## src/design/drc_pkg.sv

```systemverilog
package drc_pkg;

   localparam int PAYLOAD_MAX   = 64;
   localparam int PAYLOAD_START = 36;
   localparam int CRC_START     = 100;
   localparam int RECORD_BYTES  = 104;

   localparam int POS_W   = $clog2(RECORD_BYTES);
   localparam int PIDX_W  = 6;
   localparam int Q_DEPTH = 4;
   localparam int QPTR_W  = $clog2(Q_DEPTH);

   localparam logic [31:0] CRC_INIT = 32'hFFFF_FFFF;
   localparam logic [31:0] CRC_POLY = 32'hEDB8_8320;
   localparam logic [15:0] VERSION_RESET = 16'd1;

   localparam logic [7:0] MAGIC [4] = '{8'h58, 8'h33, 8'h44, 8'h47};

   localparam logic [2:0] STATUS_OK       = 3'd0;
   localparam logic [2:0] STATUS_MAGIC    = 3'd1;
   localparam logic [2:0] STATUS_VERSION  = 3'd2;
   localparam logic [2:0] STATUS_LENGTH   = 3'd3;
   localparam logic [2:0] STATUS_CRC      = 3'd4;

   typedef struct packed {
      logic [7:0]       data;
      logic [POS_W-1:0] pos;
      logic             is_last;
      logic             in_crc;
      logic             in_payload;
      logic [POS_W-1:0] payload_idx;
   } item_type;

   typedef struct packed {
      logic        is_verdict;
      logic [7:0]  payload_byte;
      logic [5:0]  payload_index;
      logic [2:0]  status;
      logic [15:0] event_code;
      logic [15:0] payload_count;
      logic [15:0] flag_bits;
      logic [31:0] sequence_number;
      logic [31:0] boot_number;
      logic [63:0] uptime_ms;
      logic [63:0] clock_seconds;
   } result_type;

   function automatic logic [31:0] crc_byte(input logic [31:0] crc, input logic [7:0] b);
      logic [31:0] c;
      c = crc ^ {24'd0, b};
      for (int i = 0; i < 8; i++) begin
         c = (c >> 1) ^ (CRC_POLY & {32{c[0]}});
      end
      return c;
   endfunction

   function automatic logic [63:0] put_lane(input logic [63:0] v, input logic [2:0] lane,
                                             input logic [7:0] b);
      logic [63:0] r;
      r = v;
      r[lane*8 +: 8] = b;
      return r;
   endfunction

endpackage

```

## src/design/diagnostic_record_checker_top.sv

```systemverilog
// Accepted bytes enter the queue; a result is registered as its byte is popped.
// Throughput: one byte per cycle unless the queue is full or rsp_ready stalls;
// the back end's byte-wide CRC update and field capture are combinational.
// A four-entry queue separates the front end from the back end.
// Reset is synchronous and active high; it clears the record state and the queue,
// and sets expected_version to 1.
module diagnostic_record_checker_top (
   input  logic        clock,
   input  logic        reset,
   input  logic        csr_valid,
   output logic        csr_ready,
   input  logic [15:0] csr_expected_version,
   input  logic        req_valid,
   output logic        req_ready,
   input  logic [7:0]  req_data_byte,
   output logic        rsp_valid,
   input  logic        rsp_ready,
   output logic        rsp_is_verdict,
   output logic [7:0]  rsp_payload_byte,
   output logic [5:0]  rsp_payload_index,
   output logic [2:0]  rsp_status,
   output logic [15:0] rsp_event_code,
   output logic [15:0] rsp_payload_count,
   output logic [15:0] rsp_flag_bits,
   output logic [31:0] rsp_sequence_number,
   output logic [31:0] rsp_boot_number,
   output logic [63:0] rsp_uptime_ms,
   output logic [63:0] rsp_clock_seconds
);
   import drc_pkg::*;

   logic [15:0] version_ff;
   logic        q_full;
   logic        q_push;
   item_type    push_item;
   logic        q_pop;
   logic        q_not_empty;
   item_type    head_item;
   result_type  result;

   assign csr_ready = 1'b1;

   always_ff @(posedge clock) begin
      if (reset) begin
         version_ff <= VERSION_RESET;
      end else if (csr_valid && csr_ready) begin
         version_ff <= csr_expected_version;
      end
   end

   drc_front u_front (
      .clock         (clock),
      .reset         (reset),
      .req_valid     (req_valid),
      .req_ready     (req_ready),
      .req_data_byte (req_data_byte),
      .q_full        (q_full),
      .q_push        (q_push),
      .q_item        (push_item)
   );

   drc_queue u_queue (
      .clock     (clock),
      .reset     (reset),
      .push      (q_push),
      .push_item (push_item),
      .full      (q_full),
      .pop       (q_pop),
      .not_empty (q_not_empty),
      .head_item (head_item)
   );

   drc_back u_back (
      .clock            (clock),
      .reset            (reset),
      .expected_version (version_ff),
      .q_not_empty      (q_not_empty),
      .q_item           (head_item),
      .q_pop            (q_pop),
      .rsp_valid        (rsp_valid),
      .rsp_ready        (rsp_ready),
      .rsp_result       (result)
   );

   assign rsp_is_verdict      = result.is_verdict;
   assign rsp_payload_byte    = result.payload_byte;
   assign rsp_payload_index   = result.payload_index;
   assign rsp_status          = result.status;
   assign rsp_event_code      = result.event_code;
   assign rsp_payload_count   = result.payload_count;
   assign rsp_flag_bits       = result.flag_bits;
   assign rsp_sequence_number = result.sequence_number;
   assign rsp_boot_number     = result.boot_number;
   assign rsp_uptime_ms       = result.uptime_ms;
   assign rsp_clock_seconds   = result.clock_seconds;

endmodule

```

## src/design/drc_front.sv

```systemverilog
module drc_front (
   input  logic              clock,
   input  logic              reset,
   input  logic              req_valid,
   output logic              req_ready,
   input  logic [7:0]        req_data_byte,
   input  logic              q_full,
   output logic              q_push,
   output drc_pkg::item_type q_item
);
   import drc_pkg::*;

   logic [POS_W-1:0] pos_ff;
   logic [POS_W-1:0] pos_in;
   logic [POS_W-1:0] pidx;

   assign req_ready = !q_full;
   assign q_push    = req_valid && req_ready;
   assign pidx      = pos_ff - POS_W'(PAYLOAD_START);

   always_comb begin
      q_item.data        = req_data_byte;
      q_item.pos         = pos_ff;
      q_item.is_last     = (pos_ff == POS_W'(RECORD_BYTES - 1));
      q_item.in_crc      = (pos_ff < POS_W'(CRC_START));
      q_item.in_payload  = (pos_ff >= POS_W'(PAYLOAD_START)) && (pos_ff < POS_W'(CRC_START))
                           && (pidx < POS_W'(PAYLOAD_MAX));
      q_item.payload_idx = pidx;
   end

   always_comb begin
      pos_in = pos_ff;
      if (q_push) begin
         if (pos_ff == POS_W'(RECORD_BYTES - 1)) begin
            pos_in = '0;
         end else begin
            pos_in = pos_ff + POS_W'(1);
         end
      end
   end

   always_ff @(posedge clock) begin
      if (reset) begin
         pos_ff <= '0;
      end else begin
         pos_ff <= pos_in;
      end
   end

endmodule

```

## src/design/drc_queue.sv

```systemverilog
module drc_queue (
   input  logic              clock,
   input  logic              reset,
   input  logic              push,
   input  drc_pkg::item_type push_item,
   output logic              full,
   input  logic              pop,
   output logic              not_empty,
   output drc_pkg::item_type head_item
);
   import drc_pkg::*;

   item_type          slot_ff [Q_DEPTH];
   logic [QPTR_W-1:0] wr_ptr_ff;
   logic [QPTR_W-1:0] rd_ptr_ff;
   logic [QPTR_W:0]   count_ff;
   logic [QPTR_W:0]   count_in;

   assign full      = (count_ff == (QPTR_W+1)'(Q_DEPTH));
   assign not_empty = (count_ff != '0);
   assign head_item = slot_ff[rd_ptr_ff];

   always_comb begin
      count_in = count_ff;
      if (push && !pop) begin
         count_in = count_ff + (QPTR_W+1)'(1);
      end else if (pop && !push) begin
         count_in = count_ff - (QPTR_W+1)'(1);
      end
   end

   always_ff @(posedge clock) begin
      if (push) begin
         slot_ff[wr_ptr_ff] <= push_item;
      end
   end

   always_ff @(posedge clock) begin
      if (reset) begin
         wr_ptr_ff <= '0;
         rd_ptr_ff <= '0;
         count_ff  <= '0;
      end else begin
         count_ff <= count_in;
         if (push) begin
            wr_ptr_ff <= wr_ptr_ff + QPTR_W'(1);
         end
         if (pop) begin
            rd_ptr_ff <= rd_ptr_ff + QPTR_W'(1);
         end
      end
   end

endmodule

```

## src/design/drc_back.sv

```systemverilog
module drc_back (
   input  logic                clock,
   input  logic                reset,
   input  logic [15:0]         expected_version,
   input  logic                q_not_empty,
   input  drc_pkg::item_type   q_item,
   output logic                q_pop,
   output logic                rsp_valid,
   input  logic                rsp_ready,
   output drc_pkg::result_type rsp_result
);
   import drc_pkg::*;

   logic [31:0] crc_ff, crc_in;
   logic        magic_ff, magic_in;
   logic [15:0] version_ff, version_in;
   logic [15:0] event_ff, event_in;
   logic [15:0] length_ff, length_in;
   logic [15:0] flags_ff, flags_in;
   logic [31:0] sequence_ff, sequence_in;
   logic [31:0] boot_ff, boot_in;
   logic [63:0] uptime_ff, uptime_in;
   logic [63:0] clock_ff, clock_in;
   logic [31:0] crc_recv_ff, crc_recv_in;

   logic        rsp_valid_ff;
   result_type  rsp_ff;
   logic        produce;
   result_type  result;
   logic [POS_W-1:0] p;
   logic [7:0]  b;

   assign q_pop      = q_not_empty && (!rsp_valid_ff || rsp_ready);
   assign rsp_valid  = rsp_valid_ff;
   assign rsp_result = rsp_ff;
   assign p          = q_item.pos;
   assign b          = q_item.data;

   always_comb begin
      magic_in    = magic_ff;
      version_in  = version_ff;
      event_in    = event_ff;
      length_in   = length_ff;
      flags_in    = flags_ff;
      sequence_in = sequence_ff;
      boot_in     = boot_ff;
      uptime_in   = uptime_ff;
      clock_in    = clock_ff;
      crc_in      = crc_ff;
      crc_recv_in = crc_recv_ff;
      if (p < POS_W'(4)) begin
         if (b != MAGIC[p[1:0]]) begin
            magic_in = 1'b0;
         end
      end else if (p < POS_W'(6)) begin
         version_in = 16'(put_lane(64'(version_ff), 3'(p - POS_W'(4)), b));
      end else if (p < POS_W'(8)) begin
         event_in = 16'(put_lane(64'(event_ff), 3'(p - POS_W'(6)), b));
      end else if (p < POS_W'(10)) begin
         length_in = 16'(put_lane(64'(length_ff), 3'(p - POS_W'(8)), b));
      end else if (p < POS_W'(12)) begin
         flags_in = 16'(put_lane(64'(flags_ff), 3'(p - POS_W'(10)), b));
      end else if (p < POS_W'(16)) begin
         sequence_in = 32'(put_lane(64'(sequence_ff), 3'(p - POS_W'(12)), b));
      end else if (p < POS_W'(20)) begin
         boot_in = 32'(put_lane(64'(boot_ff), 3'(p - POS_W'(16)), b));
      end else if (p < POS_W'(28)) begin
         uptime_in = put_lane(uptime_ff, 3'(p - POS_W'(20)), b);
      end else if (p < POS_W'(36)) begin
         clock_in = put_lane(clock_ff, 3'(p - POS_W'(28)), b);
      end
      if (q_item.in_crc) begin
         crc_in = crc_byte(crc_ff, b);
      end else if (p < POS_W'(CRC_START + 4)) begin
         crc_recv_in = 32'(put_lane(64'(crc_recv_ff), 3'(p - POS_W'(CRC_START)), b));
      end
   end

   always_comb begin
      result  = '0;
      produce = 1'b0;
      if (q_item.is_last) begin
         produce                = 1'b1;
         result.is_verdict      = 1'b1;
         result.event_code      = event_in;
         result.payload_count   = length_in;
         result.flag_bits       = flags_in;
         result.sequence_number = sequence_in;
         result.boot_number     = boot_in;
         result.uptime_ms       = uptime_in;
         result.clock_seconds   = clock_in;
         if (!magic_in) begin
            result.status = STATUS_MAGIC;
         end else if (version_in != expected_version) begin
            result.status = STATUS_VERSION;
         end else if (length_in > 16'(PAYLOAD_MAX)) begin
            result.status = STATUS_LENGTH;
         end else if (~crc_in != crc_recv_in) begin
            result.status = STATUS_CRC;
         end else begin
            result.status = STATUS_OK;
         end
      end else if (q_item.in_payload && (16'(q_item.payload_idx) < length_ff)) begin
         produce              = 1'b1;
         result.payload_byte  = b;
         result.payload_index = q_item.payload_idx[PIDX_W-1:0];
      end
   end

   always_ff @(posedge clock) begin
      if (q_pop) begin
         rsp_ff <= result;
      end
   end

   always_ff @(posedge clock) begin
      if (reset) begin
         rsp_valid_ff <= 1'b0;
      end else if (q_pop) begin
         rsp_valid_ff <= produce;
      end else if (rsp_ready) begin
         rsp_valid_ff <= 1'b0;
      end
   end

   always_ff @(posedge clock) begin
      if (reset || (q_pop && q_item.is_last)) begin
         crc_ff      <= CRC_INIT;
         magic_ff    <= 1'b1;
         version_ff  <= '0;
         event_ff    <= '0;
         length_ff   <= '0;
         flags_ff    <= '0;
         sequence_ff <= '0;
         boot_ff     <= '0;
         uptime_ff   <= '0;
         clock_ff    <= '0;
         crc_recv_ff <= '0;
      end else if (q_pop) begin
         crc_ff      <= crc_in;
         magic_ff    <= magic_in;
         version_ff  <= version_in;
         event_ff    <= event_in;
         length_ff   <= length_in;
         flags_ff    <= flags_in;
         sequence_ff <= sequence_in;
         boot_ff     <= boot_in;
         uptime_ff   <= uptime_in;
         clock_ff    <= clock_in;
         crc_recv_ff <= crc_recv_in;
      end
   end

endmodule
```

## config.mk

```make
export PLATFORM = sky130hd
export DESIGN_NAME = diagnostic_record_checker_top
export DESIGN_NICKNAME = d
export VERILOG_FILES = /design/src/design/drc_pkg.sv /design/src/design/diagnostic_record_checker_top.sv /design/src/design/drc_front.sv /design/src/design/drc_queue.sv /design/src/design/drc_back.sv
export SDC_FILE = /design/constraint.sdc
export NUM_CORES = 1
export LEC_CHECK = 0
export ABC_AREA = 1
export BUFFER_PORTS_ARGS = -buffer_cell sky130_fd_sc_hd__buf_2
export CORE_ASPECT_RATIO = 0.7
export CORE_MARGIN = 3
export CORE_UTILIZATION = 48
export CTS_CLUSTER_DIAMETER = 60
export DETAILED_ROUTE_END_ITERATION = 10
export HOLD_SLACK_MARGIN = 0.08
export PLACE_DENSITY = 0.65
export SKIP_LAST_GASP = 1
export SLEW_MARGIN = 20
export SYNTH_ARGS = -nofsm -noshare
export SYNTH_HDL_FRONTEND = slang
export SYNTH_SLANG_ARGS = --single-unit
```

## constraint.sdc

```tcl
create_clock -name clock -period 14.3 [get_ports clock]
set_clock_uncertainty 0.15 [all_clocks]
set_input_delay 2.86 -clock clock [delete_from_list [all_inputs] [get_ports clock]]
set_output_delay 2.86 -clock clock [all_outputs]
set_load 0.02 [all_outputs]
```

# ---- Yosys cells after proc, flatten, opt, wreduce, memory -nomap -nowiden
# Memories as Yosys holds them, arrays and structs flattened. A register that Yosys moved wholly into a read port is not among the register bits.
# Cells that the tools add are included.
dict set report op_classes {
  add_sub_neg 24
  order_cmp 16
  eq_ne 5
  shifts 18
  mux 77
  bitwise 14
  n_reduce_logical 20
}
# op n
set op_table {}
lappend op_table {{64-bit two-way mux} 17}
lappend op_table {{64-bit bitwise mux} 9}
lappend op_table {{8-bit by 34-bit variable shift with 64-bit output (first input constant)} 9}
lappend op_table {{8-bit by 34-bit variable part select with 64-bit output} 9}
lappend op_table {{32-bit two-way mux} 16}
lappend op_table {{6-bit negation with 34-bit output} 9}
lappend op_table {{31-bit by 32-bit XOR with 32-bit output} 8}
lappend op_table {{16-bit two-way mux} 14}
lappend op_table {{32-bit != test} 1}
lappend op_table {{32-bit inverter} 1}
lappend op_table {{32-bit by 8-bit XOR with 32-bit output} 1}
lappend op_table {{7-bit by 4-bit less-than comparator with 1-bit output (second input constant)} 3}
lappend op_table {{7-bit by 5-bit less-than comparator with 1-bit output (second input constant)} 3}
lappend op_table {{7-bit less-than comparator (second input constant)} 3}
lappend op_table {{3-bit subtractor (second input constant)} 6}
lappend op_table {{8-bit binary-select mux with 2-bit select} 1}
lappend op_table {{16-bit by 7-bit greater-than comparator with 1-bit output (second input constant)} 1}
lappend op_table {{7-bit by 16-bit less-than comparator with 1-bit output} 1}
lappend op_table {{8-bit two-way mux} 2}
lappend op_table {{16-bit != test} 1}
lappend op_table {{7-bit by 3-bit less-than comparator with 1-bit output (second input constant)} 2}
lappend op_table {{1-bit two-way mux} 10}
lappend op_table {{3-bit two-way mux} 3}
lappend op_table {{3-bit by 1-bit subtractor with 3-bit output (second input constant)} 3}
lappend op_table {{other kinds (23)} 41}
dict set report word_totals {
  regBits 610
  mem_bits_rw 100
  output_inout_bits 261
  mem_count 1
}
# memory depth width rd rd_ports_with_merged_regs write_ports line_no
set memory_table {}
lappend memory_table {u_queue.slot_ff 4 25 1 1 1 drc_queue.sv:13} ;# item_type slot_ff [Q_DEPTH];

# ---- Logic depth before layout (Yosys ltp)
dict set report depth {
  depth_word 16
  ltp_mapped 26
  ltp_nobuf 24
}

# ---- By module
# A second synthesis with hierarchy kept.
dict set report unflattened {
  hier_cells 4220
  area_unflattened_um2 33960.1
}
# module instances cells_each area_each_um2 seq_area_each_um2
set by_module_without_submodules {}
lappend by_module_without_submodules {drc_back 1 3726 28369.7 14193.6}
lappend by_module_without_submodules {drc_queue 1 301 4261.6 3183.1}
lappend by_module_without_submodules {diagnostic_record_checker_top 1 102 679.4 320.3}
lappend by_module_without_submodules {drc_front 1 91 649.4 140.1}

# ---- Worst setup path before layout
# OpenSTA, ideal clock, no wires.
dict set report synth_timing {
  path_type {input -> register}
  from {input rsp_ready}
  to {register u_back.clock_ff[18]}
  arrival_ns 10.850
  required_time_ns 13.709
  path_slack_ns 2.859
  stages 5
  n_path_buf 2
  path_cell_list {o21ai_0 inv_2 clkbuf_1 clkbuf_1 a21oi_1}
}
dict set report synth_between {
  elab_chain_cells 4
}
# element line_no
set synth_rtl {}
lappend synth_rtl {{start, declared} diagnostic_record_checker_top.sv:17} ;# input logic rsp_ready,
lappend synth_rtl {{1-bit logical OR *} drc_back.sv:33} ;# assign q_pop = q_not_empty && (!rsp_valid_ff || rsp_ready);
lappend synth_rtl {{1-bit logical AND *} drc_back.sv:33}
lappend synth_rtl {{named net q_pop} diagnostic_record_checker_top.sv:36} ;# logic q_pop;
lappend synth_rtl {{1-bit logical AND} drc_back.sv:127} ;# if (reset || (q_pop && q_item.is_last)) begin
lappend synth_rtl {{1-bit logical OR} drc_back.sv:127}
lappend synth_rtl {{end signal, assigned} drc_back.sv:149} ;# clock_ff <= clock_in;
lappend synth_rtl {{end, declared} drc_back.sv:23} ;# logic [63:0] clock_ff, clock_in;
# Mark *: on every way through the listed nets, which the timed path passes. The rest lies on a longest branch.
# A chain may end at the register's enable or synchronous reset.

# ---- Final worst setup path
dict set report layout_timing {
  from {input rsp_ready}
  to {register u_back.sequence_ff[7]}
}
dict set report layout_between {
  elab_chain_cells 4
}
# element line_no
set layout_rtl {}
lappend layout_rtl {{1-bit logical OR *} drc_back.sv:33}
lappend layout_rtl {{1-bit logical AND *} drc_back.sv:33}
lappend layout_rtl {{1-bit logical AND} drc_back.sv:127}
lappend layout_rtl {{1-bit logical OR} drc_back.sv:127}
lappend layout_rtl {{end signal, assigned} drc_back.sv:146} ;# sequence_ff <= sequence_in;
lappend layout_rtl {{end, declared} drc_back.sv:20} ;# logic [31:0] sequence_ff, sequence_in;
# Every way passes the cells marked *; elsewhere a longest branch is shown, timed or not.

==> results.ini <==
[sta]
tightestPinTransition_ns = 1.189
finalCritPeriodShare_pct = 45.36
setup_violations = 0
hold-worst-slack_ns = 0.3236
rsz0062_at_grt = false
min_period_ns = 6.486
clock.fmax_mhz = 154.2
slew_headroom_pct = 20.75
drv_slew = 0
setup-tns-final_ns = 0
hold_violations = 0

[final_layout]
layout-drive-gt1-share_pct = 11.80
fin_nets = 4436
multi_input_area_mm2 = 0.01235
area.sequential_mm2 = 0.01760
num_antenna_cells = 0
area_delta_synth_final_pct = 13.03
fillCellCount = 6425

[critical_path]
startpoint_type = input port
r2r_slack_ns = 8.41
crit_top_cell = buf_4
r2r-end = u_back.rsp_result[242]$_SDFFCE_PP0P_
cp_slowest_cell = buf_4
required_ns = 14.66
critPathMaxStageDelay_ns = 0.88
crit_fanout = 234
r2r_cells = 20
cp-end-kind = flip-flop
cp_cell_sequence = buf_2 -> o21ai_4 -> buf_4 -> inv_8 -> buf_4 -> buf_4 -> buf_12 -> nand3_1 -> o211ai_1 -> inv_1
crit_type = in2reg
worstPathArrival_ns = 6.84
crit_family = buffers and inverters
critPathBufInv = 7
cp-startpoint = rsp_ready

[floorplanning]
start_util_pct = 48.70
io_pins = 290
die_h_um = 226.3
core-area_mm2 = 0.06837
die_w_um = 320.8
fp-row-count = 80
die_area_mm2 = 0.07261

[synthesis]
ys_warn_count = 0
yosysTopAreaCell = edfxtp_1
ys_types = 50
ys_seq_area_share_pct = 52.85
ys_ff_latch = 704
yosysTopAreaCellShare_pct = 31.57
synth_edf_count = 350
synth.avg_cell_area_um2 = 7.961
synthCells = 4182
synth_fp_nets = 4242
syn-cell-area_mm2 = 0.03329
synth_area_leaders = edfxtp_1 (32%), dfxtp_1 (21%), nand2_1 (11%), inv_1 (7.2%), nor2_1 (5.1%)
ys_async_sr_fraction_pct = 0
synth_top_flop_cell = dfxtp_1

[clock_network]
clk_pin_slew_ns = 0.06
cts_tree = done
cts_max_level = 3
post_cts_buffers = 0
cts_resized = 0
clock_path_buffers = 3
numCtsBuffers = 72
cts_hold_buf = 0
clock-root-buffer = clkbuf_16
numClockSinks = 704
worstSkewPairLatency_ns = 0.63

[place]
port_buffers = 288
place_hpwl_um = 67900
gp_congestion = 0.9487

[worst_hold_path]
min_from = version_ff[15]$_SDFFE_PP0P_
worstHoldPathCells = 2
hold_path.class = reg2reg
holdPathEnd = version_ff[15]$_SDFFE_PP0P_

[drt]
routedWlPerCell_um = 18.64
via_count = 28650
drtIter0Drc = 3779
routed_via_density = 5.370
antenna_left = 0
routed_wl_um = 99490
firstDrtPassIters = 6
drc = 0

[global_route]
grt_pass1_wl_um = 149500
met1_usage_pct = 40.46
grt.busiest_layer = met1
overflow = 0
grt_antenna_before_repair = 1
grt_usage_pct = 26.68
grt_pass1_vias = 25090
grt_max_degree = 235
met2_usage_pct = 39.04
met3_usage_pct = 5.175

[run]
drv_cap = 0

[outcome]
status = finished clean

## worst min-delay path, delay by kind of cell (launching register included)
| family | cells | cell delay [ns] |
|---|---|---|
| DFF | 1 | 0.31 |
| buffers and inverters | 1 | 0.07 |
| AOI/OAI and AO/OA | 1 | 0.05 |
## per-layer routing
metal | up-vias | part of all wire [%]
met5 | - | 0
met4 | 0 | 2.3
met3 | 163 | 9.2
met2 | 1185 | 42
li1 | 13940 | -
met1 | 13360 | 46
## registers in the layout (all words and copies together) (netlist names), 32 cells and up, named ones only
signal and count:
u_back.rsp_result 258, u_queue.slot_ff 92, u_back.clock_ff 64, u_back.uptime_ff 64, u_back.boot_ff 32, u_back.crc_ff 32, u_back.crc_recv_ff 32, u_back.sequence_ff 32
## cell usage in the layout (no fill, tap or decap), drive strengths merged, types with 2 or more instances in the layout
master    synthesis  routed
nand2          1031    1031
inv             670     672
nor2            467     467
o21ai           381     381
dfxtp           354     354
edfxtp          350     350
buf              84     320
nand3           214     214
o211ai          199     199
a21oi           166     166
clkbuf          116      87
clkinv            5      38
ha               30      30
nor3             22      22
nand4            19      19
o22ai            16      16
xor2             14      14
mux2i             6       6
clkinvlp          0       6
a31oi             5       5
a32oi             4       4
o21a              4       4
nor4              4       4
bufinv            0       4
a22oi             3       3
a21boi            3       3
nor3b             2       2
o31ai             2       2
o21bai            2       2
## cells in the mapped netlist, types with 20 or more instances
library cell and instances:
ha_1 30, inv_1 636, edfxtp_1 350, nor3_1 20, clkbuf_1 116, nand2_1 1011, o21ai_1 71, nand3_1 211
a21oi_1 164, dfxtp_1 354, nor2_1 449, o21ai_0 310, buf_1 22, o211ai_1 199, buf_2 52, inv_2 34
## cell families (layout without fill, tap and decap cells)
group	after synthesis	count (layout)	synth area share, %
AO/OA/AOI/OAI	790	790	13.72
XOR/XNOR	14	14	0.3683
adder cells (fa/ha/maj)	31	31	1.188
buffers and inverters	875	1127	10.21
flip-flops	704	704	52.85
multiplexers	6	6	0.1804
other	1	1	0.01126
AND/OR/NAND/NOR	1761	1761	21.47
## final cells by class
cell class	count	area share [%]
Timing Repair Buffer	320	4.535
Clock inverter	45	1.001
Inverter	675	6.756
Multi-Input combinational cell	2603	32.82
Sequential cell	704	46.76
Tap cell	902	2.999
Clock buffer	87	5.130
## through the flow
step	std cells	setup slack (ns)	utilization, %	area [um2]
6_report	5336	7.814	55.04	37630
3_3_place_gp	5204	7.294	51.67	35320
4_1_cts	5336	7.898	55.04	37630
3_5_place_dp	5204	7.253	51.67	35320
5_1_grt	5336	7.435	55.04	37630
2_1_floorplan	4182	2.859	-	33290
## how the worst max path moves through the flow
stage,cells after the start,to
floorplan,5,u_back.clock_ff[18]$_SDFFE_PP0P_
global placement,10,u_back.sequence_ff[7]$_SDFFE_PP0P_
detailed placement,10,u_back.sequence_ff[7]$_SDFFE_PP0P_
CTS,10,u_back.flags_ff[0]$_SDFFE_PP0P_
global route,10,u_back.sequence_ff[7]$_SDFFE_PP0P_
finish,10,u_back.sequence_ff[7]$_SDFFE_PP0P_
Power is left out: the tool's default activity adds up to more than one toggle a clock period on the data nets, which glitch-free logic cannot reach.
